**src/sv/nnc_pkg.sv**
```systemverilog
// Package: shared constants, codes and the command type of the nearest-neighbour classifier.
`timescale 1ns / 1ps
`default_nettype none
package nnc_pkg;

	localparam int MAX_POINTS_DEF = 256;
	localparam int COORD_BITS_DEF = 16;
	localparam int QUEUE_DEPTH    = 2;

	localparam int PORT_COORD_W = 16;
	localparam int LIMIT_W      = 34;
	localparam int OUT_IDX_W    = 8;

	localparam logic [LIMIT_W-1:0] LIMIT_RESET = 34'd10000;

	// Action codes
	localparam logic [1:0] ACT_CLEAR  = 2'd0;
	localparam logic [1:0] ACT_APPEND = 2'd1;
	localparam logic [1:0] ACT_QUERY  = 2'd2;

	// Status codes
	localparam logic [1:0] ST_OK       = 2'd0;
	localparam logic [1:0] ST_FULL     = 2'd1;
	localparam logic [1:0] ST_NO_MATCH = 2'd2;

	typedef struct packed {
		logic [1:0]                   action;
		logic [3:0][PORT_COORD_W-1:0] coords;
		logic                         label;
	} cmd_t;

endpackage
`default_nettype wire

```
**src/sv/nnc_queue.sv**
```systemverilog
// Short command queue between the front end and the back end.
`timescale 1ns / 1ps
`default_nettype none
module nnc_queue import nnc_pkg::*; #(
	parameter int DEPTH = QUEUE_DEPTH
) (
	input  wire logic clk,
	input  wire logic arst_n,
	input  wire cmd_t push_cmd,
	input  wire logic push_valid,
	output logic      push_ready,
	output cmd_t      pop_cmd,
	output logic      pop_valid,
	input  wire logic pop_ready
);

	localparam int PTR_W = (DEPTH > 1) ? $clog2(DEPTH) : 1;
	localparam int CNT_W = $clog2(DEPTH + 1);

	cmd_t             slot_q [DEPTH];
	logic [PTR_W-1:0] wr_ptr_q;
	logic [PTR_W-1:0] rd_ptr_q;
	logic [CNT_W-1:0] cnt_q;
	logic             push;
	logic             pop;

	assign push_ready = cnt_q < CNT_W'(DEPTH);
	assign pop_valid  = cnt_q != '0;
	assign pop_cmd    = slot_q[rd_ptr_q];
	assign push       = push_valid && push_ready;
	assign pop        = pop_valid && pop_ready;

	function automatic logic [PTR_W-1:0] advance(input logic [PTR_W-1:0] p);
		return (p == PTR_W'(DEPTH - 1)) ? '0 : p + 1'b1;
	endfunction

	always_ff @(posedge clk or negedge arst_n) begin
		if (!arst_n) begin
			wr_ptr_q <= '0;
			rd_ptr_q <= '0;
			cnt_q    <= '0;
		end else begin
			if (push) begin
				wr_ptr_q <= advance(wr_ptr_q);
			end
			if (pop) begin
				rd_ptr_q <= advance(rd_ptr_q);
			end
			if (push && !pop) begin
				cnt_q <= cnt_q + 1'b1;
			end else if (pop && !push) begin
				cnt_q <= cnt_q - 1'b1;
			end
		end
	end

	always_ff @(posedge clk) begin
		if (push) begin
			slot_q[wr_ptr_q] <= push_cmd;
		end
	end

endmodule
`default_nettype wire

```
**config.mk**
```make
export PLATFORM = sky130hd
export DESIGN_NAME = nnc_queue
export DESIGN_NICKNAME = d
export VERILOG_FILES = /design/src/sv/nnc_pkg.sv /design/src/sv/nnc_queue.sv
export SDC_FILE = /design/constraint.sdc
export NUM_CORES = 1
export LEC_CHECK = 0
export BUFFER_PORTS_ARGS = -buffer_cell sky130_fd_sc_hd__buf_2
export CORE_MARGIN = 4
export CORE_UTILIZATION = 48
export DETAILED_ROUTE_END_ITERATION = 10
export PLACE_DENSITY = 0.74
export SYNTH_ARGS = -nofsm -noshare
export SYNTH_HDL_FRONTEND = slang
export SYNTH_SLANG_ARGS = --single-unit
```
**constraint.sdc**
```tcl
create_clock -name clk -period 8.53 [get_ports clk]
set_input_delay 1.706 -clock clk [delete_from_list [all_inputs] [get_ports clk]]
set_output_delay 1.706 -clock clk [all_outputs]
set_load 0.01 [all_outputs]
```
==> out/summary.txt, run 1 <==
syn_nets: 298
clk_lat worst skew: 510 ps
Most used DFF post-synth: edfxtp_1
post-CTS setup buffers: 0
register clock-pin slew on the reported worst setup and hold paths: 60 ps
Final min period: 3960 ps
drt first pass iters: 4
peak supply drop: 0.208 mV
Longest Clk Path Bufs: 2
final setup TNS: 0 ps
Final Hold Viols: 0
Residual DRC: 0
final period utilization: 46.5%
Seq. cell area: 4130 sq um
crit start category: register
Initial Util: 49.4%
Post-synth EDFFs: 134
final setup violating endpoints: 0
RSZ-0062 raised after global routing: false
CTS tree: done
CTS buffer count: 17
ranking of synthesized cells by area: edfxtp_1, mux2_2, mux2_4, dfrtp_1, buf_8
Worst Setup End Kind: output port
# fillers: 780
reg2reg setup slack: 6130 ps
MaxCap Viol Count: 0
post-synth cell types: 16
depth of the CTS H-tree: 4
Max transition margin: 30.9%
wire length of the first global-routing pass: 13700 um
clock network power share: 31.0%
layout cell share with drive strength beyond 1: 61.9%
Synth top area share: 78.6%
die width: 111 um
global route overflow: 0
Slew Viols, Final: 0
largest area contributor in the netlist: edfxtp_1
Sequential Power Share: 45.0%
Yosys reg bits: 138
warnings from Yosys: 0
Rows: 37
Pint: 1.59 mW
WS Path Type: reg2out
wire per inst: 16.4 um
Finished Layout Cells: 527
ant diodes: 0
register area share after synthesis: 80.6%
combinational power share: 24.0%
Initial DRC Count: 72
Worst Hold Slack: 529 ps
number of vias per cell: 4.87
Mapped Area: 5120 sq um
dpl hpwl: 5530 um
post-synthesis area per instance: 22.6 sq um
IO buf count: 139
die span in y: 111 um
vias in the first global route: 2728
multi-input combinational cell area: 927 sq um
Clock Root Buffer: clkbuf_8
area delta synth->final: 27.1%
Psw: 606 uW
I/O Pins: 140
global placement routability congestion: 0.702
Routed WL: 8630 um
launching point of the worst reg2reg path: cnt_q[1]$_DFFE_PN0P_
via count: 2566
Total Routing Usage GR: 14.4%
largest net degree at the start of global routing: 69
core area: 10400 sq um
Slew @ Worst Pin: 1040 ps
Die Area: 12400 sq um
FFs w/ async S/R, synth: 2.90%
CP max FO: 68
worst r2r dst: slot_q[0][43]$_DFFE_PP_
worst min path class: reg2reg
Hold Path Sink: cnt_q[0]$_DFFE_PN0P_
clk sinks: 138
Cells after DPL: 495
Fin Clk Skew: 5.51 ps
Highest Clock Rate: 252 MHz
post-layout util: 62.7%
status: finished clean
P per Cell Area: 338 nW/um^2
Worst Hold Path Cells: 1
Syn Inst Count: 226
sw frac: 27.5%
WP data required: 6820 ps
initial antenna violation count: 0
nets: 450
CTS resizes: 0
# hold bufs at CTS: 0
worst-case reg-to-reg path depth: 3
post-route ant nets: 0
Hold Startpoint: cnt_q[0]$_DFFE_PN0P_
leakage power: 2.50 nW
CP Data Arrival Time: 2260 ps
layout by cell type (no fill, tap or decap), drive strengths merged:
cell type  instances
and2               1
buf              141
bufinv             2
clkbuf            18
clkinv             7
clkinvlp           2
dfrtp              4
edfxtp           134
ha                 1
inv                4
mux2              67
nand2              1
nor2               1
nor2b              2
or2                1
xnor2              3
xor2               2
critical path, cell delays in order, from the launching register on:
cell and delay [ps]:
dfrtp_4 1060, mux2_2 440, buf_2 150
worst max-delay path by stage:
stage,from,endpoint,slack (ps)
after global placement,push_valid,slot_q[0][42]$_DFFE_PP_,4730
final,rd_ptr_q$_DFFE_PN0P_,pop_cmd[48],4570
after CTS,rd_ptr_q$_DFFE_PN0P_,pop_cmd[48],4530
after detailed placement,push_valid,slot_q[0][44]$_DFFE_PP_,4680
after floorplan,push_valid,slot_q[0][0]$_DFFE_PP_,3070
after global routing,rd_ptr_q$_DFFE_PN0P_,pop_cmd[48],4490
per-stage QoR:
step | cell area [sq um] | setup WS, ps | power [mW]
2_1_floorplan | 5120 | 3070 | 1.36
3_3_place_gp | 5940 | 4730 | 1.54
3_5_place_dp | 5940 | 4680 | 1.55
6_report | 6500 | 4570 | 2.20
5_1_grt | 6500 | 4490 | 2.32
4_1_cts | 6500 | 4530 | 2.24
logic make-up (layout without fill, tap and decap cells):
family / Yosys count / in the layout / share of synthesized area (%)
flip-flops: 138 / 138 / 80.6
buffers and inverters: 9 / 174 / 1.49
adder cells (fa/ha/maj): 1 / 1 / 0.244
XOR/XNOR: 5 / 5 / 0.856
AND/OR/NAND/NOR: 6 / 6 / 0.636
multiplexers: 67 / 67 / 16.2
layer usage:
metal,vias to the layer above,GRT usage [%],routed length [um]
met4,0,6.33,113
met5,-,0,0
met3,11,5.02,584
li1,1194,-,-
met1,1254,17.6,3620
met2,107,23.1,4310
flip-flops by register name, summed over array words and instances (netlist names):
name	cells
slot_q	134
cnt_q	2
rd_ptr_q	1
wr_ptr_q	1
power by group through the flow:
stage                     Sequential, mW  Combinational [mW]  Clock, mW
final                              0.991               0.529      0.682
after floorplan                    0.935               0.426          0
after global placement              1.00               0.534          0
after detailed placement            1.01               0.538          0
after global routing                1.01               0.570      0.741
after CTS                          0.996               0.542      0.700
area by class of cell:
cell class              count  share of cell area, %
inverters                   1                 0.0577
well taps                 136                   2.62
flip-flops and latches    138                   63.5
clock buffers              18                   6.43
clock inverters            14                   2.25
repair buffers            141                   10.9
multi-input cells          79                   14.3
cell usage after synthesis (2+ instances only):
cell type / instances
edfxtp_1: 134
mux2_2: 47
mux2_4: 20
buf_2: 4
dfrtp_1: 4
xnor2_1: 3
buf_6: 2
buf_8: 2
nor2b_1: 2
xor2_1: 2
No activity file was read; power rests on OpenSTA's default activity.
==> inputs of run 2 (changes only) <==
Settings changed: CORE_UTILIZATION 48 to 47, PLACE_DENSITY 0.74 to 0.76.
Clock period 8.53 ns to 3.4 ns, I/O delays scaled along.
==> run 2 against run 1 <==
Net effect:
- via count grew 0.82%
- non-clock buffer count grew 3
- design area shrank 0.60%
- sequential share of layout area grew 0.38 points
- critical path depth grew 1
- critical path type unchanged
- clock skew shrank 1.8 ps
- total power grew 140%
==> out/summary.txt, run 2 (synthesis gave the netlist of run 1 again) <==
most frequent cells in the layout: buf_2, edfxtp_1, mux2_2 (unchanged)
area delta synth->final: 26.3% (was 27.1%)
wire per inst: 16.4 um (about the same)
worst-path cell chain: buf_4 -> mux2_2 -> buf_2 (was mux2_2 -> buf_2)
Worst Setup End Kind: output port (unchanged)
Worst Hold Slack: 356 ps (was 529 ps)
Max transition margin: 39.5% (was 30.9%)
met2 GRT Util: 23.6% (was 23.1%)
layout cell share with drive strength beyond 1: 59.6% (was 61.9%)
final period utilization: 81.0%
RSZ-0062 raised after global routing: false (unchanged)
number of vias per cell: 4.91 (was 4.87)
crit start category: register (unchanged)
die width: 112 um (was 111 um)
CP max FO: 23 (was 68)
core area: 10500 sq um (was 10400 sq um)
final setup TNS: 0 ps (unchanged)
global routing usage on met3: 6.52% (was 5.02%)
clk sinks: 138 (unchanged)
I/O Pins: 140 (unchanged)
post-route ant nets: 0 (unchanged)
depth of the CTS H-tree: 4 (unchanged)
clk_lat worst skew: 510 ps (about the same)
Total Routing Usage GR: 14.5% (was 14.4%)
Slew @ Worst Pin: 907 ps (was 1040 ps)
global placement routability congestion: 0.715 (was 0.702)
via count: 2587 (was 2566)
global route overflow: 0 (unchanged)
drt first pass iters: 4 (unchanged)
# fillers: 808 (was 780)
CTS buffer count: 17 (unchanged)
Highest Clock Rate: 363 MHz
combinational power share: 27.1% (was 24.0%)
WS Path Type: reg2out (unchanged)
worst min path class: in2reg (was reg2reg)
Initial Util: 48.9% (was 49.4%)
largest net degree at the start of global routing: 68 (was 69)
vias in the first global route: 2817 (was 2728)
Die Area: 12600 sq um (was 12400 sq um)
Final Hold Viols: 0 (unchanged)
Clock Root Buffer: clkbuf_8 (unchanged)
Final Power: 5.37 mW (was 2.20 mW)
register clock-pin slew on the reported worst setup and hold paths: 50 ps (was 60 ps)
P per Cell Area: 830 nW/um^2 (was 338 nW/um^2)
Routed WL: 8660 um (was 8630 um)
final setup violating endpoints: 0 (unchanged)
sw frac: 26.9% (was 27.5%)
GR Layer Usage met1: 16.3% (was 17.6%)
clock network power share: 28.4% (was 31.0%)
CTS tree: done (unchanged)
Rows: 37 (unchanged)
Fin Clk Skew: 3.67 ps (was 5.51 ps)
die span in y: 112 um (was 111 um)
Longest Clk Path Bufs: 2 (unchanged)
Pint: 3.92 mW (was 1.59 mW)
Residual DRC: 0 (unchanged)
Slew Viols, Final: 0 (unchanged)
peak supply drop: 0.513 mV (was 0.208 mV)
CP Data Arrival Time: 2070 ps (was 2260 ps)
dpl hpwl: 5740 um (was 5530 um)
IO buf count: 139 (unchanged)
initial antenna violation count: 1 (was 0)
Psw: 1.45 mW (was 606 uW)
status: finished clean (unchanged)
commonest non-fill, non-tap cell in the layout: buf_2 (unchanged)
gr busiest metal: met2 (unchanged)
Final min period: 2750 ps
WP data required: 2720 ps (was 6820 ps)
post-layout util: 61.8% (was 62.7%)
post-CTS setup buffers: 0 (unchanged)
Worst path max stage delay: 680 ps (was 1060 ps)
Largest regs: slot_q x134, cnt_q x2 (unchanged)
max reg flops: 134 (unchanged)
MaxCap Viol Count: 0 (unchanged)
Initial DRC Count: 100 (was 72)
wire length of the first global-routing pass: 13900 um (was 13700 um)
nets: 453 (was 450)
leakage power: 2.48 nW (was 2.50 nW)
ant diodes: 0 (unchanged)
Sequential Power Share: 44.5% (was 45.0%)
Largest Register: slot_q (unchanged)
CP max stage cell: dfrtp_4 (unchanged)
==> run 2: cell count changes in the layout (fill, tap and decap cells not counted) <==
cell / before / now
clkinv_1: 1 / 5
bufinv_16: 2 / 1
and2_2: 1 / 0
clkbuf_1: 1 / 5
and2_4: 0 / 1
buf_4: 2 / 3
dlygate4sd3_1: 0 / 1
inv_6: 3 / 0
clkinvlp_4: 2 / 0
clkinv_2: 3 / 1
buf_12: 0 / 1
clkinv_4: 3 / 0
==> run 2: power groups by stage <==
stage,combinational (mW),sequential (mW),clock (mW)
after floorplan,1.07,2.34,0
after global placement,1.47,2.41,0
after detailed placement,1.49,2.42,0
after CTS,1.50,2.39,1.56
after global routing,1.58,2.42,1.66
final,1.46,2.39,1.52
==> run 2: timing repair <==
action | CTS | global route
hold endpoints to repair | 4 | 0
gates resized for setup | 0 | 0
setup endpoints to repair | 0 | 0
hold buffers | 1 | 0
==> run 2: layout make-up <==
type                    count  area [sq um]  area share, %
clock buffers              22           433           6.70
clock inverters             7          53.8          0.832
inverters                   1          3.75         0.0581
multi-input cells          79           928           14.4
flip-flops and latches    138          4130           63.8
well taps                 136           170           2.63
repair buffers            144           748           11.6
==> run 2: metrics by stage <==
stage	instances	area [sq um]	setup WS (ps)
4_1_cts	527	6460	607
5_1_grt	527	6460	543
6_report	527	6460	645
2_1_floorplan	226	5120	244
3_3_place_gp	497	5970	1130
3_5_place_dp	497	5970	1080
==> run 2: routing by layer <==
layer | vias to the layer above | part of all wire (%)
met4 | 2 | 2.2
met3 | 18 | 8.8
li1 | 1200 | -
met2 | 102 | 50
met5 | - | 0.22
met1 | 1265 | 39
==> run 2: final timing paths <==
path                                           start                      end  slack (ps)  depth (start not counted)
worst max register to register  cnt_q[1]$_DFFE_PN0P_  slot_q[1][13]$_DFFE_PP_        1480                          2
worst max-delay path            rd_ptr_q$_DFFE_PN0P_              pop_cmd[37]         650                          3
worst min-delay path                     push_cmd[4]   slot_q[1][4]$_DFFE_PP_         360                          1
worst min register to register  cnt_q[0]$_DFFE_PN0P_     cnt_q[0]$_DFFE_PN0P_         540                          1
max in group asynchronous                     arst_n     rd_ptr_q$_DFFE_PN0P_        2740                          2
min in group asynchronous                     arst_n     wr_ptr_q$_DFFE_PN0P_         530                          2
==> run 2: critical path: cells and delay by family, from the launching register on <==
family | cells | cell delay, ps
buffers and inverters | 2 | 500
DFF | 1 | 680
muxes | 1 | 370
==> inputs of run 3 (changes only) <==
Settings changed: ABC_AREA set to 1, CORE_UTILIZATION 47 to 48, PLACE_DENSITY 0.76 to 0.74.
Clock period 3.4 ns to 2.64 ns, I/O delays scaled along.
==> run 3 against run 2 <==
Net effect:
- design area is 1.9% higher
- core utilization up 2.0 points
- critical path depth up 1
- area after synthesis fell by 0.42%
- count of clock-buffer cells in the layout shrank 5
- hold slack worse by 150 ps
- first-iteration DRC count rose by 85%
- sequential cell count is the same
- wire length increased by 15%
- register-to-register slack got worse by 490 ps
- highest routed layer is now met4
==> out/summary.txt, run 3 <==
peak supply drop: 0.549 mV (was 0.513 mV)
dpl hpwl: 6450 um (was 5740 um)
crit start category: register (unchanged)
Final Hold Viols: 0 (unchanged)
post-synth cell types: 14 (was 16)
post-layout util: 63.8% (was 61.8%)
Mapped Area: 5100 sq um (was 5120 sq um)
Die Area: 12300 sq um (was 12600 sq um)
final setup violating endpoints: 0 (unchanged)
drt first pass iters: 4 (unchanged)
vias in the first global route: 3324 (was 2817)
Fin Clk Skew: 7.51 ps (was 3.67 ps)
CP max FO: 68 (was 23)
Worst Setup End Kind: output port (unchanged)
Max transition margin: 52.8% (was 39.5%)
Residual DRC: 0 (unchanged)
pre-CTS setup slack: 803 ps (was 1080 ps)
P per Cell Area: 1170 nW/um^2 (was 830 nW/um^2)
# fillers: 772 (was 808)
Total Routing Usage GR: 16.8% (was 14.5%)
Most used DFF post-synth: edfxtp_1 (unchanged)
Final Power: 7.69 mW (was 5.37 mW)
worst min path class: in2reg (unchanged)
leakage power: 2.86 nW (was 2.48 nW)
WS Path Type: reg2out (unchanged)
post-synthesis area per instance: 13.5 sq um (was 22.6 sq um)
Synth top area share: 78.9% (was 78.6%)
Finished Layout Cells: 678 (was 527)
Clock Root Buffer: clkbuf_8 (unchanged)
Largest regs: slot_q x134, cnt_q x2 (unchanged)
WP data required: 2110 ps (was 2720 ps)
IO buf count: 139 (unchanged)
largest area contributor in the netlist: edfxtp_1 (unchanged)
global placement routability congestion: 0.743 (was 0.715)
clk_lat worst skew: 510 ps (about the same)
Final min period: 2360 ps
final period utilization: 89.3%
worst-path cell chain: buf_4 -> nand2_1 -> nand2_1 -> buf_2 (was buf_4 -> mux2_2 -> buf_2)
syn_nets: 450 (was 298)
via count: 3198 (was 2587)
Cells after DPL: 645 (was 497)
MaxCap Viol Count: 0 (unchanged)
Crit path top cell by count: nand2_1
post-route ant nets: 0 (unchanged)
FFs w/ async S/R, synth: 2.90% (unchanged)
RSZ-0062 raised after global routing: false (unchanged)
CTS tree: done (unchanged)
warnings from Yosys: 0 (unchanged)
Slew Viols, Final: 0 (unchanged)
depth of the CTS H-tree: 4 (unchanged)
Worst Hold Slack: 201 ps (was 356 ps)
Initial Util: 49.4% (was 48.9%)
Initial DRC Count: 185 (was 100)
CTS resizes: 0 (unchanged)
max reg flops: 134 (unchanged)
ant diodes: 0 (unchanged)
wire length of the first global-routing pass: 16200 um (was 13900 um)
global route overflow: 0 (unchanged)
core area: 10300 sq um (was 10500 sq um)
final worst setup slack: 282 ps (was 645 ps)
CP max stage cell: buf_4 (was dfrtp_4)
initial antenna violation count: 0 (was 1)
commonest non-fill, non-tap cell in the layout: nand2_1 (was buf_2)
Rows: 37 (unchanged)
Highest Clock Rate: 424 MHz
Syn Inst Count: 378 (was 226)
Yosys reg bits: 138 (unchanged)
Longest Clk Path Bufs: 2 (unchanged)
Largest Register: slot_q (unchanged)
Worst path max stage delay: 560 ps (was 680 ps)
register area share after synthesis: 80.9% (was 80.6%)
die span in y: 111 um (was 112 um)
CTS buffer count: 17 (unchanged)
die width: 111 um (was 112 um)
register clock-pin slew on the reported worst setup and hold paths: 60 ps (was 50 ps)
Routed WL: 9970 um (was 8660 um)
post-CTS setup buffers: 0 (unchanged)
most frequent cells in the layout: nand2_1, buf_2, edfxtp_1 (was buf_2, edfxtp_1, mux2_2)
area delta synth->final: 29.2% (was 26.3%)
I/O Pins: 140 (unchanged)
nets: 601 (was 453)
wire per inst: 14.7 um (was 16.4 um)
Post-synth EDFFs: 134 (unchanged)
ranking of synthesized cells by area: edfxtp_1, nand2_1, dfrtp_1, buf_2, buf_6 (was edfxtp_1, mux2_2, mux2_4, dfrtp_1, buf_8)
layout cell share with drive strength beyond 1: 33.6% (was 59.6%)
number of vias per cell: 4.72 (was 4.91)
Slew @ Worst Pin: 708 ps (was 907 ps)
status: finished clean (unchanged)
top post-synthesis cells by count: nand2_1, edfxtp_1, buf_2 (was edfxtp_1, mux2_2, mux2_4)
CP Data Arrival Time: 1830 ps (was 2070 ps)
most common cell in the netlist: nand2_1 (was edfxtp_1)
clk sinks: 138 (unchanged)
largest net degree at the start of global routing: 69 (was 68)
==> run 3: worst max-delay path, delay by kind of cell (launching register included) <==
| kind | cells | cell delay, ps |
|---|---|---|
| AND/OR/NAND/NOR | 2 | 240 |
| buffers and inverters | 2 | 690 |
| flip-flops | 1 | 360 |
==> run 3: cell families after synthesis <==
logic type / Yosys count / share of synthesized area, %
xor+xnor: 2 / 0.344
fa+ha+maj: 1 / 0.245
buf+inv: 22 / 2.58
flops: 138 / 80.9
simple gates: 215 / 15.9
==> run 3: final timing paths <==
kind / cells past startpoint / endpoint / from / slack [ps]
setup / recovery: 4 / pop_cmd[19] / rd_ptr_q$_DFFE_PN0P_ / 280
hold / removal: 1 / slot_q[0][40]$_DFFE_PP_ / push_cmd[40] / 200
setup reg to reg: 4 / slot_q[1][55]$_DFFE_PP_ / cnt_q[1]$_DFFE_PN0P_ / 990
hold reg to reg: 2 / cnt_q[1]$_DFFE_PN0P_ / cnt_q[1]$_DFFE_PN0P_ / 480
max in group asynchronous: 2 / rd_ptr_q$_DFFE_PN0P_ / arst_n / 2090
min in group asynchronous: 2 / wr_ptr_q$_DFFE_PN0P_ / arst_n / 410
==> run 3: what timing repair did <==
item,CTS,global route
hold buffers,1,0
endpoints found under the setup margin,0,0
hold endpoints to repair,4,0
==> run 3: area by class of cell <==
| class | count | area (sq um) | share of cell area (%) |
|---|---|---|---|
| clock inverters | 15 | 223 | 3.38 |
| multi-input cells | 218 | 857 | 13.0 |
| clock buffers | 17 | 414 | 6.29 |
| repair buffers | 147 | 771 | 11.7 |
| flip-flops and latches | 138 | 4130 | 62.6 |
| inverters | 7 | 26.3 | 0.399 |
| well taps | 136 | 170 | 2.58 |
==> run 3: report_power, final <==
part | total (mW) | internal (mW) | leakage, nW | switching [mW]
registers | 3.03 | 2.92 | 1.28 | 0.112
logic | 2.16 | 0.729 | 1.28 | 1.43
clock network | 2.50 | 1.63 | 0.304 | 0.874
total | 7.69 | 5.28 | 2.86 | 2.41
==> run 3: stage by stage <==
step / instance area, sq um / setup TNS (ps)
finish: 6590 / 0
floorplan: 5100 / -24780
detailed placement: 5940 / 0
global route: 6590 / 0
global placement: 5940 / 0
CTS: 6590 / 0
==> run 3: per-layer routing <==
layer	track usage, %	share of wire (%)
met1	20.0	41
met2	28.4	52
met3	5.51	7.0
met4	6.33	0.33
met5	0	0
