**src/sv/nnc_pkg.sv**
```systemverilog
// Package: shared constants, codes and the command type of the nearest-neighbour classifier.
`timescale 1ns / 1ps
`default_nettype none
package nnc_pkg;

	localparam int MAX_POINTS_DEF = 256;
	localparam int COORD_BITS_DEF = 16;
	localparam int QUEUE_DEPTH    = 2;

	localparam int PORT_COORD_W = 16;
	localparam int LIMIT_W      = 34;
	localparam int OUT_IDX_W    = 8;

	localparam logic [LIMIT_W-1:0] LIMIT_RESET = 34'd10000;

	// Action codes
	localparam logic [1:0] ACT_CLEAR  = 2'd0;
	localparam logic [1:0] ACT_APPEND = 2'd1;
	localparam logic [1:0] ACT_QUERY  = 2'd2;

	// Status codes
	localparam logic [1:0] ST_OK       = 2'd0;
	localparam logic [1:0] ST_FULL     = 2'd1;
	localparam logic [1:0] ST_NO_MATCH = 2'd2;

	typedef struct packed {
		logic [1:0]                   action;
		logic [3:0][PORT_COORD_W-1:0] coords;
		logic                         label;
	} cmd_t;

endpackage
`default_nettype wire

```
**src/sv/nnc_ifs.sv**
```systemverilog
// Interfaces: input, result and configuration channels of the classifier.
`timescale 1ns / 1ps
`default_nettype none
interface nnc_in_if import nnc_pkg::*; ();
	logic                    valid;
	logic                    ready;
	logic [1:0]              action;
	logic [PORT_COORD_W-1:0] coord_0;
	logic [PORT_COORD_W-1:0] coord_1;
	logic [PORT_COORD_W-1:0] coord_2;
	logic [PORT_COORD_W-1:0] coord_3;
	logic                    class_label;

	modport source (output valid, action, coord_0, coord_1, coord_2, coord_3, class_label,
		input ready);
	modport sink (input valid, action, coord_0, coord_1, coord_2, coord_3, class_label,
		output ready);
endinterface

`default_nettype wire

```
**src/sv/nnc_front.sv**
```systemverilog
// Front end: accept items, sign-extend the coordinates, pass the label on and issue commands.
`timescale 1ns / 1ps
`default_nettype none
module nnc_front import nnc_pkg::*; #(
	parameter int COORD_BITS = COORD_BITS_DEF
) (
	input  wire logic clk,
	input  wire logic arst_n,
	nnc_in_if.sink    in_ch,
	output cmd_t      cmd,
	output logic      cmd_valid,
	input  wire logic cmd_ready
);

	localparam int SH = PORT_COORD_W - COORD_BITS;

	cmd_t cmd_q;
	logic cmd_v_q;
	cmd_t cmd_new;
	logic accept;

	function automatic logic [PORT_COORD_W-1:0] sext(input logic [PORT_COORD_W-1:0] raw);
		logic signed [PORT_COORD_W-1:0] tmp;
		tmp = $signed(raw << SH);
		return tmp >>> SH;
	endfunction

	always_comb begin
		cmd_new.action    = in_ch.action;
		cmd_new.coords[0] = sext(in_ch.coord_0);
		cmd_new.coords[1] = sext(in_ch.coord_1);
		cmd_new.coords[2] = sext(in_ch.coord_2);
		cmd_new.coords[3] = sext(in_ch.coord_3);
		cmd_new.label     = in_ch.class_label;
	end

	assign in_ch.ready = !cmd_v_q || cmd_ready;
	assign accept      = in_ch.valid && in_ch.ready;
	assign cmd         = cmd_q;
	assign cmd_valid   = cmd_v_q;

	always_ff @(posedge clk or negedge arst_n) begin
		if (!arst_n) begin
			cmd_v_q <= 1'b0;
		end else if (accept) begin
			cmd_v_q <= 1'b1;
		end else if (cmd_ready) begin
			cmd_v_q <= 1'b0;
		end
	end

	always_ff @(posedge clk) begin
		if (accept) begin
			cmd_q <= cmd_new;
		end
	end

endmodule
`default_nettype wire

```
**src/flat_wrapper.sv**
```systemverilog
// flat-port wrapper written by rule: the top's interface ports become plain ports
module nnc_front_flat import nnc_pkg::*;
#(
	parameter int COORD_BITS = COORD_BITS_DEF
)
  (clk, arst_n, cmd, cmd_valid, cmd_ready, in_ch_valid, in_ch_action, in_ch_coord_0, in_ch_coord_1, in_ch_coord_2, in_ch_coord_3, in_ch_class_label, in_ch_ready);
  nnc_in_if in_ch_i ();
  input  wire logic clk;
  input  wire logic arst_n;
  output cmd_t cmd;
  output logic cmd_valid;
  input  wire logic cmd_ready;
  input wire logic [$bits(in_ch_i.valid)-1:0] in_ch_valid;
  input wire logic [$bits(in_ch_i.action)-1:0] in_ch_action;
  input wire logic [$bits(in_ch_i.coord_0)-1:0] in_ch_coord_0;
  input wire logic [$bits(in_ch_i.coord_1)-1:0] in_ch_coord_1;
  input wire logic [$bits(in_ch_i.coord_2)-1:0] in_ch_coord_2;
  input wire logic [$bits(in_ch_i.coord_3)-1:0] in_ch_coord_3;
  input wire logic [$bits(in_ch_i.class_label)-1:0] in_ch_class_label;
  output wire logic [$bits(in_ch_i.ready)-1:0] in_ch_ready;
  assign in_ch_i.valid = in_ch_valid;
  assign in_ch_i.action = in_ch_action;
  assign in_ch_i.coord_0 = in_ch_coord_0;
  assign in_ch_i.coord_1 = in_ch_coord_1;
  assign in_ch_i.coord_2 = in_ch_coord_2;
  assign in_ch_i.coord_3 = in_ch_coord_3;
  assign in_ch_i.class_label = in_ch_class_label;
  assign in_ch_ready = in_ch_i.ready;
  nnc_front #(.COORD_BITS(COORD_BITS)) u_core (.clk(clk), .arst_n(arst_n), .in_ch(in_ch_i), .cmd(cmd), .cmd_valid(cmd_valid), .cmd_ready(cmd_ready));
endmodule
```
**config.mk**
```make
export PLATFORM = sky130hd
export DESIGN_NAME = nnc_front_flat
export DESIGN_NICKNAME = d
export VERILOG_FILES = /design/src/sv/nnc_pkg.sv /design/src/sv/nnc_ifs.sv /design/src/sv/nnc_front.sv /design/src/flat_wrapper.sv
export SDC_FILE = /design/constraint.sdc
export NUM_CORES = 1
export LEC_CHECK = 0
export BUFFER_PORTS_ARGS = -buffer_cell sky130_fd_sc_hd__buf_2
export CORE_MARGIN = 1.5
export CORE_UTILIZATION = 40
export CTS_CLUSTER_DIAMETER = 40
export DETAILED_ROUTE_END_ITERATION = 16
export MAX_ROUTING_LAYER = met4
export PLACE_DENSITY = 0.78
export SYNTH_ARGS = -nofsm -noshare
export SYNTH_HDL_FRONTEND = slang
export SYNTH_SLANG_ARGS = --single-unit
```
**constraint.sdc**
```tcl
create_clock -name clk -period 2.2 [get_ports clk]
set_clock_uncertainty 0.2 [all_clocks]
set_input_delay 0.11 -clock clk [delete_from_list [all_inputs] [get_ports clk]]
set_output_delay 0.11 -clock clk [all_outputs]
set_load 0.01 [all_outputs]
```
==> qor.yml, run 1 <==
synth:
  syn_nets: 142
  syn_inst: 71
  synth_edf_count: 67
  synth_commonest_cells: "edfxtp_1, and2_4, dfrtp_1, nand2b_1, nand2b_4"
  synth_seq_cells: 68
  yosys.area.top_type_share_pct: 97.40
  synth.distinct_cells: 5
  yosysMostFrequentCell: "edfxtp_1"
  synth_top_cells_by_area: "edfxtp_1, dfrtp_1, nand2b_4"
  synth_top_flop_cell: "edfxtp_1"
  synth_top_area_cell: "edfxtp_1"
  synthArstFlopShare_pct: 1.471
  ys.warnings.count: 0
  syn_area_um2: 2066
  yosysSeqAreaShare_pct: 98.61
  synth.avg_cell_area_um2: 29.09
routing:
  wl_um: 6957
  drtAntennaViolNets: 0
  dr_wl_met2_um: 3766
  via_count: 1637
  top_layer_used: "met4"
  first_iter_violations: 83
  avgViaCountPerCell: 4.448
  drcViolationCount: 0
  wl_met1_um: 2494
  first_pass_iters: 4
  wire_per_inst_um: 18.90
  wl_met3_um: 559
power_and_ir_drop:
  leakage_nw: 1.637
  swShare_pct: 20.87
  pwr-share-comb_pct: 10.5
  clockPowerShare_pct: 39.9
  p_per_area_nw_per_um2: 808.4
  internal-power_mw: 2.441
  p_seq_share_pct: 49.6
  power_switching_uw: 643.7
  ir_drop_mv: 0.7786
floorplanning:
  rows: 25
  die_w_um: 74.87
  dieArea_um2: 5605
  core_um2: 4848
  pin_count: 140
  start_util_pct: 42.61
  fp.dieH_um: 74.87
timing:
  fmax_mhz: 607.7
  setup_viol: 0
  hold_viol_final: 0
  hold_ws_ps: 278.8
  setup_tns_ps: 0
  worst_pin_slew_ps: 452.4
  slew_violations: 0
  period_needed_ps: 1646
  slew_headroom_pct: 69.84
  finalCritPeriodShare_pct: 74.80
  rsz0062_at_grt: "false"
grt:
  grt_first_pass_wirelength_um: 9611
  gr-total-overflow: 0
  antenna_found_initial: 0
  grt_use_total_pct: 26.66
  grt_max_degree: 36
  grt_pass1_vias: 1823
clock_network:
  cts_setup_buffers: 0
  clk_latency_ps: 330
  cts_buffer_depth: 2
  cts_tree: "built"
  cts_buffers: 9
  clockRootBuffer: "clkbuf_8"
  cts_max_level: 3
  cts.sinks: 68
  clk_pin_slew_ps: 80
worst_setup_path:
  rr_endpoint: "u_core.cmd[63]"
  crit_path_end_kind: "flop"
  required_ps: 1980
  r2r_slack_ps: 550
  crit_chain: "nand2b_4 -> and2_4 -> buf_4"
  cpMaxStageDelayCell: "dfrtp_1"
  path_class: "reg2reg"
  slowest_delay_ps: 430
  cp.arrival_ps: 1420
  crit_fanout: 35
  worstRegToRegCells: 3
  reg2reg_from: "u_core.cmd_valid"
  cp-start-kind: "flop"
flow_run:
  cap_violations: 0
hold_path:
  hold_class: "in2reg"
  min_path_cells: 2
  worstHoldStart: "in_ch_coord_3[4]"
  whs_endpoint: "u_core.cmd[53]"
cells_and_area:
  multiInputGateArea_um2: 28.78
  num-nets-final: 365
  regArea_um2: 2037
  fillCellCount: 249
  layout-drive-gt1-share_pct: 52.84
  area.growth.synth_to_final_pct: 84.74
placed_design:
  io_buffers: 139
  gp_congestion: 0.6529
status:
  status: "finished clean"
## final cells by class
type | count | area share, %
repair buffers | 212 | 37.25
well taps | 67 | 2.197
clock inverters | 6 | 2.951
flip-flops and latches | 68 | 53.38
multi-input cells | 3 | 0.7541
diodes | 2 | 0.1311
clock buffers | 10 | 3.344
## placed cells by master (no fill, tap or decap)
cell type      synthesis  layout
nand2b_1               1       1
dfrtp_1                1       1
clkbuf_1               0       1
and2_4                 1       1
buf_4                  0       2
edfxtp_1              67      67
clkinv_2               0       1
clkbuf_8               0       9
diode_2                0       2
dlygate4sd3_1          0      71
clkinv_4               0       2
buf_2                  0     139
bufinv_16              0       3
nand2b_4               1       1
## sequential cells by signal, summed over array words and instances (netlist names)
name,flops
u_core.cmd_valid,1
u_core.cmd,67
## critical path: cells and delay by family (launching register included)
kind          cells  cell delay, ps
simple gates      2             250
buf+inv           1             390
flops             1             430
## power by group through the flow
stage / sequential [mW] / clock (mW) / combinational, mW
3_5_place_dp: 1.55 / 0 / 0.208
3_3_place_gp: 1.55 / 0 / 0.202
6_report: 1.53 / 1.23 / 0.323
5_1_grt: 1.54 / 1.29 / 0.340
4_1_cts: 1.53 / 1.23 / 0.307
2_1_floorplan: 1.59 / 0 / 0.0281
## layer usage
layer / global-route usage [%] / up-vias
met2: 44.54 / 101
li1: - / 733
met1: 27.79 / 787
met4: 11.72 / 0
met5: - / -
met3: 10.58 / 16
## worst max-delay path by stage
stage | from | endpoint | slack, ps | depth (start not counted)
final | u_core.cmd_valid | u_core.cmd[63] | 550 | 3
after global routing | u_core.cmd_valid | u_core.cmd[63] | 510 | 3
after CTS | u_core.cmd_valid | u_core.cmd[5] | 600 | 3
after detailed placement | u_core.cmd_valid | u_core.cmd[17] | 630 | 3
after global placement | u_core.cmd_valid | u_core.cmd[17] | 670 | 3
after floorplan | u_core.cmd_valid | u_core.cmd[0] | 520 | 2
## through the flow
step	instance area [um^2]	power [mW]	instances	utilization, %	worst slack (ps)
after global routing	3811	3.165	366	78.61	509.7
final	3816	3.085	368	78.71	554.3
after global placement	2860	1.752	279	58.99	671.5
after detailed placement	2860	1.761	279	58.99	628.6
after floorplan	2066	1.623	71	-	523.7
after CTS	3811	3.059	366	78.61	601.5
## cell families after synthesis
family,Yosys count,share of synthesized area [%]
flops,68,98.61
simple gates,3,1.393
## timing repair
item                                   in CTS  in global routing
endpoints found under the hold margin      69                  0
hold buffers                               71                  0
gates resized for setup                     0                  0
No activity file was read; power rests on OpenSTA's default activity.
==> run 2: changes to the inputs <==
- ABC_AREA: not set -> 1
- CORE_UTILIZATION: 40 -> 36
- PLACE_DENSITY: 0.78 -> 0.74
- clock period: 2.2 -> 1.5 ns (I/O delays scaled with it)
==> run 2 against run 1 <==
  * Critical path depth up 2
  * Clock power up 17%
  * Setup slack lost 520 ps
  * Area after synthesis fell by 0.42%
  * Sequential power rose by 46%
  * Non-clock buffer count is the same
  * Highest routed layer unchanged
  * First-iteration DRC count rose by 13%
  * Largest cell class unchanged
  * Die area grew 10%
==> qor.yml, run 2 <==
status:
  status: "finished clean"
synth:
  yosysMostFrequentCell: "edfxtp_1"
  syn_inst: 73  # +2.8%
  synth_seq_cells: 68  # unchanged
  synth_top_flop_cell: "edfxtp_1"
  synth_top_cells_by_area: "edfxtp_1, dfrtp_1, inv_1"
  yosys.area.top_type_share_pct: 97.81  # +0.41 points
  ys.warnings.count: 0  # unchanged
  syn_nets: 144  # +1.4%
  synth.distinct_cells: 5  # unchanged
  syn_area_um2: 2057  # -0.42%
  synthArstFlopShare_pct: 1.471  # unchanged
  yosysSeqAreaShare_pct: 99.03  # +0.42 points
  synth.avg_cell_area_um2: 28.18  # -3.2%
  synth_commonest_cells: "edfxtp_1, inv_1, nand2_1, a21oi_1, dfrtp_1"
  synth_top_area_cell: "edfxtp_1"
  synth_edf_count: 67  # unchanged
clock_network:
  cts_tree: "built"
  cts_max_level: 3  # unchanged
  cts.sinks: 68  # unchanged
  cts_buffers: 9  # unchanged
  clk_latency_ps: 330  # about the same
  cts_buffer_depth: 2  # unchanged
  clk_pin_slew_ps: 80  # about the same
  clockRootBuffer: "clkbuf_8"
  cts_resized: 0  # unchanged
  cts_setup_buffers: 0  # unchanged
floorplanning:
  dieArea_um2: 6176  # +10%
  core_um2: 5507  # +14%
  die_w_um: 78.59  # +5.0%
  fp.dieH_um: 78.59  # +5.0%
  pin_count: 140  # unchanged
  start_util_pct: 37.36  # -5.3 points
  rows: 27  # +8.0%
timing:
  finalCritPeriodShare_pct: 97.69
  worst_pin_slew_ps: 204.5  # -247.9 ps
  rsz0062_at_grt: "false"
  hold_ws_ps: 218.5  # -60.36 ps
  period_needed_ps: 1465
  setup_ws_ps: 34.68  # -519.6 ps
  slew_headroom_pct: 86.34  # +16 points
  setup_viol: 0  # unchanged
  slew_violations: 0  # unchanged
  setup_tns_ps: 0  # unchanged
  fmax_mhz: 682.4
  hold_viol_final: 0  # unchanged
cells_and_area:
  layout-drive-gt1-share_pct: 52.16  # -0.68 points
  postLayoutCoreUtil_pct: 68.94  # -9.8 points
  multiInputGateArea_um2: 23.77  # -17%
  num-nets-final: 367  # +0.55%
  largest_reg_flops: 67  # unchanged
  fillCellCount: 344  # +38%
  stdcell_area_um2: 3796  # -0.52%
  final_common_cell: "buf_2"
  area.growth.synth_to_final_pct: 84.55
  mostFrequentLayoutCells: "buf_2, dlygate4sd3_1, edfxtp_1, clkbuf_8"
  antenna_cells: 0  # -2
  regArea_um2: 2038  # about the same
  finalNonFillerCells: 373  # +1.4%
power_and_ir_drop:
  ir_drop_mv: 0.9996  # +28%
  fin_total_pwr_mw: 4.161  # +35%
  leakage_nw: 1.617  # -1.2%
  p_per_area_nw_per_um2: 1096  # +36%
grt:
  gr-total-overflow: 0  # unchanged
  antenna_found_initial: 0  # unchanged
  grt_use_total_pct: 22.13  # -4.5 points
  grt_first_pass_wirelength_um: 9252  # -3.7%
  grt_pass1_vias: 1882  # +3.2%
  grt_max_degree: 37  # +2.8%
worst_setup_path:
  cp.buffers_inverters: 4  # +3
  crit_path_end_kind: "flop"
  required_ps: 1510  # -470 ps
  crit_cells: 5  # +2
  cpMaxStageDelayCell: "dlygate4sd3_1"
  cp.arrival_ps: 1480  # +60 ps
  crit_chain: "dlygate4sd3_1 -> buf_2 -> inv_1 -> nand2_1 -> dlygate4sd3_1"
  crit_fanout: 2  # -94%
  cp_top_family: "buffers and inverters"
  path_class: "in2reg"
  slowest_delay_ps: 550  # +120 ps
  crit_top_cell: "dlygate4sd3_1"
  cp-start-kind: "input port"
  worstRegToRegCells: 3  # unchanged
placed_design:
  place_hpwl_um: 3133
  post-place-ws_ps: 92.64  # -536.0 ps
  place_inst: 286  # +2.5%
  io_buffers: 139  # unchanged
  dpl_cell_area_um2: 2895  # +1.2%
  gp_congestion: 0.6925  # +6.1%
hold_path:
  min_path_cells: 4  # +2
  hold_class: "in2reg"
routing:
  top_layer_used: "met4"
  drtAntennaViolNets: 0  # unchanged
  wl_met3_um: 497  # -11%
  drcViolationCount: 0  # unchanged
  first_pass_iters: 4  # unchanged
  via_count: 1607  # -1.8%
  avgViaCountPerCell: 4.308  # -3.1%
  first_iter_violations: 94  # +13%
  dr_wl_met2_um: 3358  # -11%
  wl_met1_um: 2289  # -8.2%
  wire_per_inst_um: 16.84  # -11%
  wl_um: 6283  # -9.7%
flow_run:
  cap_violations: 0  # unchanged
-- run 2: changes by cell type after synthesis --
cell	change
inv_1	+2
nand2_1	+2
and2_4	-1
nand2b_4	-1
nand2b_1	-1
a21oi_1	+1
-- run 2: cell families after synthesis --
kind of cell    after synthesis  share of synthesized area, %
buf+inv                       2                        0.3651
simple gates                  2                        0.3651
flops                        68                         99.03
compound gates                1                        0.2431
-- run 2: timing repair --
action,CTS,global route
hold buffers,71,0
hold endpoints to repair,69,0
setup endpoints to repair,0,0
-- run 2: path summary, 6_finish.rpt --
path | startpoint | endpoint | slack (ps)
worst max-delay path | in_ch_valid | u_core.cmd_valid | 30
worst min-delay path | cmd_ready | u_core.cmd[49] | 220
worst max register to register | u_core.cmd_valid | u_core.cmd_valid | 40
worst min register to register | u_core.cmd_valid | u_core.cmd[49] | 630
max in group asynchronous | arst_n | u_core.cmd_valid | 580
min in group asynchronous | arst_n | u_core.cmd_valid | 400
-- run 2: per-layer routing --
| metal | track usage, % | vias up |
|---|---|---|
| met3 | 6.860 | 9 |
| met5 | - | - |
| met1 | 23.06 | 769 |
| li1 | - | 738 |
| met4 | 10.89 | 0 |
| met2 | 37.84 | 91 |
-- run 2: final cells by class --
cell class                 count  share of cell area, %
clock buffer                   9                  3.263
clock inverter                 7                  1.747
inverter                       2                 0.1978
multi-input combinational      3                 0.6262
sequential                    68                  53.69
tap                           72                  2.373
timing repair buffer         212                  38.10
-- run 2: worst min-delay path: stages --
cell	delay [ps]
buf_2	110
inv_1	130
a21oi_4	100
buf_12	170
-- run 2: power by group --
group,internal [mW],switching (mW)
Combinational,0.265,0.207
Clock,0.759,0.685
Sequential,2.21,0.0317
==> run 3: changes to the inputs <==
==> constraint.sdc (replaced) <==
create_clock -name clk -period 1.5 [get_ports clk]
set_clock_uncertainty 0.2 [all_clocks]
set_input_delay 0.075 -clock clk [delete_from_list [all_inputs] [get_ports clk]]
set_output_delay 0.075 -clock clk [all_outputs]
set_load 0.1 [all_outputs]
==> run 3 against run 2 <==
  * Utilization up 1.2 points
  * Critical endpoint is now cmd_valid
  * Largest power group unchanged
  * Largest cell class unchanged
  * Via count up 0.12%
  * Highest routed layer unchanged
  * Global-route usage down 1.0 points
==> qor.yml, run 3 (same netlist as run 2, synthesis figures left out) <==
status:
  status: "finished clean"
clock_network:
  cts_max_level: 3  # unchanged
  clk_latency_ps: 340  # about the same
  cts.sinks: 68  # unchanged
  clk_pin_slew_ps: 80  # about the same
  cts_resized: 0  # unchanged
  cts_buffer_depth: 2  # unchanged
  clockRootBuffer: "clkbuf_8"
  cts_tree: "built"
  cts_buffers: 9  # unchanged
  cts_setup_buffers: 0  # unchanged
floorplanning:
  pin_count: 140  # unchanged
  core_um2: 5507  # unchanged
  dieArea_um2: 6176  # unchanged
  die_w_um: 78.59  # unchanged
  fp.dieH_um: 78.59  # unchanged
  rows: 27  # unchanged
  start_util_pct: 37.36  # unchanged
worst_setup_path:
  cp-start-kind: "flop"
  cp.buffers_inverters: 1  # -3
  crit_fanout: 3  # +1
  slowest_delay_ps: 440  # -110 ps
  cp.arrival_ps: 1220  # -260 ps
  cp_top_family: "flip-flops"
  cpMaxStageDelayCell: "dfrtp_4"
  path_class: "reg2out"
  required_ps: 1220  # -290 ps
  crit_path_end_kind: "output port"
  crit_chain: "buf_2"
placed_design:
  dpl_cell_area_um2: 2913  # +0.60%
  gp_congestion: 0.7209  # +4.1%
  place_hpwl_um: 3188  # +1.7%
  io_buffers: 139  # unchanged
timing:
  setup_tns_ps: 0  # unchanged
  rsz0062_at_grt: "true"
  setup_viol: 0  # unchanged
  hold_viol_final: 0  # unchanged
  hold_ws_ps: 232.7  # +14.22 ps
  finalCritPeriodShare_pct: 99.41  # +1.7 points
  fmax_mhz: 670.7  # -1.7%
  worst_pin_slew_ps: 509.6  # +305.1 ps
  period_needed_ps: 1491  # +25.75 ps
  slew_headroom_pct: 66.26  # -20 points
  slew_violations: 0  # unchanged
cells_and_area:
  area.growth.synth_to_final_pct: 87.77
  stdcell_area_um2: 3862  # +1.7%
  largest_reg_flops: 67  # unchanged
  mostFrequentLayoutCells: "buf_2, dlygate4sd3_1, edfxtp_1, clkbuf_8"
  antenna_cells: 0  # unchanged
  final_common_cell: "buf_2"
  layout-drive-gt1-share_pct: 52.49  # +0.33 points
  num-nets-final: 367  # unchanged
routing:
  first_pass_iters: 4  # unchanged
  via_count: 1609  # +0.12%
  wire_per_inst_um: 16.39  # -2.7%
  drtAntennaViolNets: 0  # unchanged
  wl_um: 6115  # -2.7%
  first_iter_violations: 78  # -17%
  avgViaCountPerCell: 4.314  # +0.12%
  drcViolationCount: 0  # unchanged
hold_path:
  hold_class: "in2reg"
power_and_ir_drop:
  ir_drop_mv: 1.056  # +5.6%
  leakage_nw: 1.651  # +2.1%
  p_per_area_nw_per_um2: 1346  # +23%
  fin_total_pwr_mw: 5.199  # +25%
flow_run:
  cap_violations: 0  # unchanged
grt:
  use_met2_pct: 35.60  # -2.2 points
  grt_first_pass_wirelength_um: 8763  # -5.3%
  busiest_layer: "met2"
  grt_use_total_pct: 21.08  # -1.0 points
  grt_max_degree: 35  # -5.4%
  met1_usage_pct: 21.22  # -1.8 points
  gr-total-overflow: 0  # unchanged
  grt_pass1_vias: 1794  # -4.7%
  antenna_found_initial: 0  # unchanged
  use_met3_pct: 6.977  # +0.12 points
run 3: report_power, final:
part / internal [mW] / leakage (nW) / switching [mW]
logic: 0.270 / 0.886 / 0.883
clock network: 1.10 / 0.117 / 0.703
registers: 2.21 / 0.648 / 0.0309
run 3: timing repair:
item,4_1_cts,5_1_grt
setup endpoints to repair,0,2
hold buffers,71,0
hold endpoints to repair,69,0
run 3: worst register-to-register path, stage by stage, from the launching register on:
cell     delay (ps)
dfrtp_4         500
a21oi_4         210
buf_12          240
run 3: path summary, 6_finish.rpt:
check	end	slack [ps]	depth (start not counted)	start
max	cmd_valid	9	1	u_core.cmd_valid
min	u_core.cmd[3]	230	2	in_ch_coord_0[2]
max reg2reg	u_core.cmd[7]	30	2	u_core.cmd_valid
min reg2reg	u_core.cmd_valid	480	2	u_core.cmd_valid
max in group asynchronous	u_core.cmd_valid	590	3	arst_n
min in group asynchronous	u_core.cmd_valid	380	3	arst_n
run 3: stage by stage:
stage	instances	setup WS [ps]	util, %
floorplan	73	-939.2	-
global placement	286	82.57	52.90
finish	373	8.923	70.14
detailed placement	286	54.33	52.90
global route	373	-22.51	70.14
CTS	373	1.191	70.14
run 3: final cells by class:
cell class / instances / area, um^2
flip-flops and latches: 68 / 2041
fillers: 340 / 1644
repair buffers: 212 / 1461
clock buffers: 9 / 123.9
clock inverters: 7 / 115.1
well taps: 72 / 90.09
multi-input cells: 3 / 23.77
inverters: 2 / 7.507
run 3: per-layer routing:
metal / routed length (um) / part of all wire, %
met1: 2238 / 37
met2: 3189 / 52
met3: 493 / 8.1
met4: 195 / 3.2
met5: 0 / 0
